[src/rtl/core/tbi_pkg.sv]
// shared types and constants for the timestamp bracket interpolator
package tbi_pkg;

   localparam int DEPTH_DEFAULT = 1024;
   localparam int TIME_W        = 52;
   localparam int POS_W         = 32;
   localparam int GAP_W         = 26;
   localparam int PROD_W        = POS_W + GAP_W;
   localparam int IDX_W         = 10;
   localparam int REQ_DATA_W    = 152;
   localparam int RSP_DATA_W    = 112;
   localparam logic [GAP_W-1:0] GAP_RESET = GAP_W'(2000000);

   typedef enum logic [1:0] {
      REQ_CLEAR  = 2'd0,
      REQ_APPEND = 2'd1,
      REQ_QUERY  = 2'd2,
      REQ_NONE   = 2'd3
   } req_kind_type;

   typedef enum logic [1:0] {
      STS_DONE    = 2'd0,
      STS_FULL    = 2'd1,
      STS_MATCH   = 2'd2,
      STS_UNMATCH = 2'd3
   } status_type;

   typedef enum logic [3:0] {
      ST_IDLE,
      ST_SCAN,
      ST_GAP,
      ST_CHECK,
      ST_DIFF,
      ST_MUL,
      ST_DIV_GO,
      ST_DIV_WAIT,
      ST_ACC,
      ST_FIN
   } tbi_state_type;

   typedef struct packed {
      logic [TIME_W-1:0]       time_us;
      logic signed [POS_W-1:0] pos_x;
      logic signed [POS_W-1:0] pos_y;
      logic signed [POS_W-1:0] pos_z;
   } row_type;

endpackage

[src/rtl/core/tbi_div.sv]
// restoring divider, one quotient bit per cycle
module tbi_div
   import tbi_pkg::*;
(
   input  logic              clock,
   input  logic              reset,
   input  logic              start,
   input  logic [PROD_W-1:0] dividend,
   input  logic [TIME_W-1:0] divisor,
   output logic              done,
   output logic [PROD_W-1:0] quotient
);

   localparam int CNT_W = $clog2(PROD_W + 1);

   logic [TIME_W:0]   rem_ff, rem_in;
   logic [PROD_W-1:0] quo_ff, quo_in;
   logic [TIME_W-1:0] div_ff, div_in;
   logic [CNT_W-1:0]  cnt_ff, cnt_in;
   logic              busy_ff, busy_in;
   logic              done_ff, done_in;
   logic [TIME_W:0]   rem_sh;
   logic              take;

   always_comb begin
      rem_in  = rem_ff;
      quo_in  = quo_ff;
      div_in  = div_ff;
      cnt_in  = cnt_ff;
      busy_in = busy_ff;
      done_in = 1'b0;
      rem_sh  = {rem_ff[TIME_W-1:0], quo_ff[PROD_W-1]};
      take    = rem_sh >= {1'b0, div_ff};
      if (start) begin
         rem_in  = '0;
         quo_in  = dividend;
         div_in  = divisor;
         cnt_in  = CNT_W'(PROD_W);
         busy_in = 1'b1;
      end else if (busy_ff) begin
         rem_in = take ? rem_sh - {1'b0, div_ff} : rem_sh;
         quo_in = {quo_ff[PROD_W-2:0], take};
         cnt_in = cnt_ff - 1'b1;
         if (cnt_ff == CNT_W'(1)) begin
            busy_in = 1'b0;
            done_in = 1'b1;
         end
      end
   end

   always_ff @(posedge clock) begin
      if (reset) begin
         busy_ff <= 1'b0;
         done_ff <= 1'b0;
         cnt_ff  <= '0;
      end else begin
         busy_ff <= busy_in;
         done_ff <= done_in;
         cnt_ff  <= cnt_in;
      end
   end

   always_ff @(posedge clock) begin
      rem_ff <= rem_in;
      quo_ff <= quo_in;
      div_ff <= div_in;
   end

   assign done     = done_ff;
   assign quotient = quo_ff;

endmodule
[config.mk]
export PLATFORM = sky130hd
export DESIGN_NAME = tbi_div
export DESIGN_NICKNAME = d
export VERILOG_FILES = /design/src/rtl/core/tbi_pkg.sv /design/src/rtl/core/tbi_div.sv
export SDC_FILE = /design/constraint.sdc
export NUM_CORES = 1
export LEC_CHECK = 0
export ABC_AREA = 1
export BUFFER_PORTS_ARGS = -buffer_cell sky130_fd_sc_hd__clkbuf_2
export CAP_MARGIN = 15
export CORE_AREA = 2 2 168 211
export CTS_CLUSTER_SIZE = 20
export DETAILED_ROUTE_END_ITERATION = 10
export DIE_AREA = 0 0 170 213
export GPL_ROUTABILITY_DRIVEN = 0
export GPL_TIMING_DRIVEN = 0
export PLACE_DENSITY = 0.52
export SLEW_MARGIN = 20
export SYNTH_ARGS = -nofsm -noshare
export SYNTH_HDL_FRONTEND = slang
export SYNTH_SLANG_ARGS = --single-unit
[constraint.sdc]
create_clock -name clock -period 10 [get_ports clock]
set_input_delay 1.5 -clock clock [delete_from_list [all_inputs] [get_ports clock]]
set_output_delay 1.5 -clock clock [all_outputs]
set_load 0.01 [all_outputs]
Yosys cells after proc, flatten, opt, wreduce, memory -nomap -nowiden
Index checks and enable logic that the tools add are counted.
- add/subtract/negate cells: 2
- order comparisons: 1
- equal/unequal tests: 1
- mux-type cells: 9
- bitwise logic cells: 1
- reduce and logical (&&, ||, !) cells: 3
- operators with widths (operator ; number):
    58-bit two-way mux ; 2
    53-bit by 52-bit >= comparator with 1-bit output ; 1
    52-bit two-way mux ; 1
    52-bit subtractor ; 1
    6-bit two-way mux ; 2
    6-bit by 1-bit equality test with 1-bit output (second input constant) ; 1
    6-bit by 1-bit subtractor with 6-bit output (second input constant) ; 1
    1-bit two-way mux ; 4
    3-bit OR reduction ; 1
    2-bit nonzero test ; 1
    2-bit OR reduction ; 1
    1-bit NOT ; 1
- flip-flop bits (word level): 170
- input bits: 113
- output and inout port bits: 59
- logic and storage cells: 24

Depth between registers and ports, before layout
- depth after elaboration: 4
- mapped depth: 17
- depth with buffers taken out: 17

Worst setup path after synthesis
OpenSTA, ideal clock, no wires.
- kind: input to register
- start: in start
- end: reg quo_ff[0], in the netlist quotient[0] (enable)
- setup time: 0.446 ns
- data arrival time: 4.008 ns
- required time: 9.554 ns
- path slack: 5.546 ns
- stages on the path: 5
- buffers on the path: 3
- cell sequence: clkbuf_1 > nor2_1 > inv_1 > clkbuf_1 > clkbuf_1
- longest elaborated chain between the ends: 1
- ends and longest elaborated chain (item ; RTL line ; source):
    start: declaration ; tbi_div.sv:7 ; input logic start,
    2-bit nonzero test (no source line) ; n/a ;
    end signal: assignment ; tbi_div.sv:65 ; quo_ff <= quo_in;
    end: declaration ; tbi_div.sv:17 ; logic [PROD_W-1:0] quo_ff, quo_in;
Every way passes these cells.
A chain may end at the register's enable or synchronous reset.

Worst setup path after layout
- start: in start
- end: reg quo_ff[21], in the netlist quotient[21] (enable)
The elaborated chain is that of the path after synthesis.

==> metrics.csv <==
metric,value,unit
p_leak,7.42,nW
grt_setup_unrepaired,false,
async_flop_share,0,%
worstSetupEndpointType,flip-flop,
fin_nets,2148,
worstSetupPathType,primary input to flip-flop,
synth_top_area_share,28.0,%
clkTransAtPathRegs,0.07,ns
antenna_found_initial,1,
synth_flop_cell,edfxtp_1,
start_util,34.5,%
ys_ff_latch,170,
crit_family,buffers and inverters,
cp_cell_sequence,"clkbuf_4, buf_12, clkbuf_1, nor2_1, inv_1, clkbuf_1, clkbuf_4, buf_12",
critPathArrivalTime,4.34,ns
layout-drive-gt1-share,12.1,%
synth_common_cells,"730 x nand2_1, 377 x inv_1, 116 x nand3_1",
period_minus_slack,4.19,ns
die_w,170,um
wl_per_cell,14.6,um
postRouteWirelength,35300,um
synth.most_common_cell,nand2_1,
fp.dieH,213,um
worstMarginPinSlew,0.921,ns
cts_htree_levels,4,
netlist_area,11800,um2
slew_violations,0,
max_freq,238,MHz
skew,0.0127,ns
holdCritPathClass,flip-flop to flip-flop,
num_io_pins,172,
postCtsSetupBuffers,0,
crit_buf_inv,7,
peakVddDrop,0.0923,mV
portBuffers,171,
wl_met2,16900,um
grt_usage,20.3,%
setup_viol,0,
cts_buffers,17,
syn_inst,1788,
grt_pass1_wl,57000,um
vias_per_cell,4.61,
max_stage_delay,0.57,ns
path_max_fanout,36,
clkSinkCount,170,
dp_hpwl,28700,um
cp.required,10.15,ns
synth_edf_count,110,
yosys-top-cells-area,"edfxtp_1 28%, nand2_1 23%, inv_1 12%",
p_total,1.72,mW
critPathLaunchType,primary input,
cts_buffer_depth,2,
num_rows,76,
wl_met3,1920,um
grt.overflow.total,0,
fp.dieArea,36200,um2
status,"complete, no violations",
top_layer_used,met5,
fin_setup_tns,0,ns
synth_fp_nets,1956,
hold_viol,0,
grt_pass1_vias,11200,
diodes,0,
fin_crit_sh,41.9,%
vias,11200,
grt_max_degree,37,
firstDrtPassIters,7,
cts_tree,built,
p_per_area,124,nW/um2
ys_types,39,
drt-initial-drc-count,546,
yosysTopAreaCell,edfxtp_1,
area_delta_synth_final,17.1,%
clock-root-buffer,clkbuf_16,
avgSynthCellArea,6.60,um2
postRouteAntennaNets,0,
yosysSeqAreaShare,38.2,%
detail_route.wirelength.met1,15300,um
final_core_util,40.4,%
relSlewSlack,38.3,%
hold_buffers,0,
crit_slowest_cell,clkbuf_4,
coreArea,34200,um2
clock_latency,0.46,ns
maxCapViolCount,0,
cts_resized,0,
route.detailed.drc,0,
yosysWarnings,0,
worst register-to-register path, stage by stage, from the launching register on:
cell and delay, ns:
edfxtp_1 0.33, inv_1 0.04, ha_1 0.37, nand2_1 0.20, inv_2 0.04, nand2_1 0.07, nand2_1 0.08, clkinv_1 0.05
nand2_1 0.06, nand2_1 0.07, nand2_1 0.14, a21oi_4 0.39, clkbuf_1 0.40, nand4_1 0.13, nand3_1 0.16, o21ai_1 0.08
sequential cells by signal, summed over array words and instances (netlist names):
| register | flops |
|---|---|
| quotient | 58 |
| div_ff | 52 |
| rem_ff | 52 |
| cnt_ff | 6 |
| busy_ff | 1 |
| done | 1 |
layer usage:
| layer | vias up | track usage [%] |
|---|---|---|
| met5 | - | 0 |
| met4 | 2 | 8.61 |
| met3 | 59 | 4.23 |
| met2 | 299 | 35.4 |
| met1 | 4941 | 24.2 |
| li1 | 5873 | - |
per-stage QoR:
stage	cell area [um2]	hold slack, ns	setup slack [ns]	instances
floorplan	11800	0.442	5.55	1788
global placement	13200	0.461	2.66	2388
detailed placement	13200	0.466	5.20	2390
CTS	13800	0.477	5.68	2422
global route	13800	0.489	5.55	2422
finish	13800	0.474	5.81	2422
layout make-up:
type | count | area (um2)
tap | 429 | 537
timing repair buffer | 173 | 898
fill | 3751 | 20400
sequential | 170 | 4500
inverter | 386 | 1450
clock inverter | 14 | 154
multi-input combinational | 1189 | 5640
buffer | 43 | 201
clock buffer | 18 | 429
where the power goes:
| group | total [mW] | switching (mW) | internal, mW | leakage, nW |
|---|---|---|---|---|
| registers | 0.821 | 0.0208 | 0.800 | 1.59 |
| logic | 0.225 | 0.143 | 0.0811 | 5.54 |
| clock network | 0.674 | 0.321 | 0.353 | 0.284 |
| total | 1.72 | 0.485 | 1.23 | 7.42 |
kinds of logic after synthesis:
kind of cell               synth area share, %
and+or+nand+nor                           36.6
buffers and inverters                     14.0
DFF                                       38.2
AOI/OAI and AO/OA                         3.37
adders and majority gates                 5.90
xor gates and xnor gates                  2.01
final timing paths:
path	depth (start not counted)	from	endpoint	slack, ns
min reg2reg	2	rem_ff[35]$_SDFFE_PP0P_	rem_ff[35]$_SDFFE_PP0P_	0.47
max reg2reg	15	div_ff[27]$_DFFE_PP_	rem_ff[32]$_SDFFE_PP0P_	7.25
max	8	start	quotient[21]$_DFFE_PP_	5.81
min	2	rem_ff[35]$_SDFFE_PP0P_	rem_ff[35]$_SDFFE_PP0P_	0.47
layout by cell type, fill, tap and decap left out, types with 5 or more instances in the layout:
cell and instances:
o21bai_1 5, clkbuf_2 170, dfxtp_1 60, buf_2 8
inv_1 377, a21oi_1 29, nor2_2 6, inv_2 8
nand2_1 730, edfxtp_1 110, xnor2_1 24, nand3b_1 5
clkbuf_1 29, nand3_1 116, o21ai_0 6, o21ai_1 25
nor2_1 94, nand4_1 64, clkbuf_16 17, ha_1 54
Power figures use the tool's default switching activity.
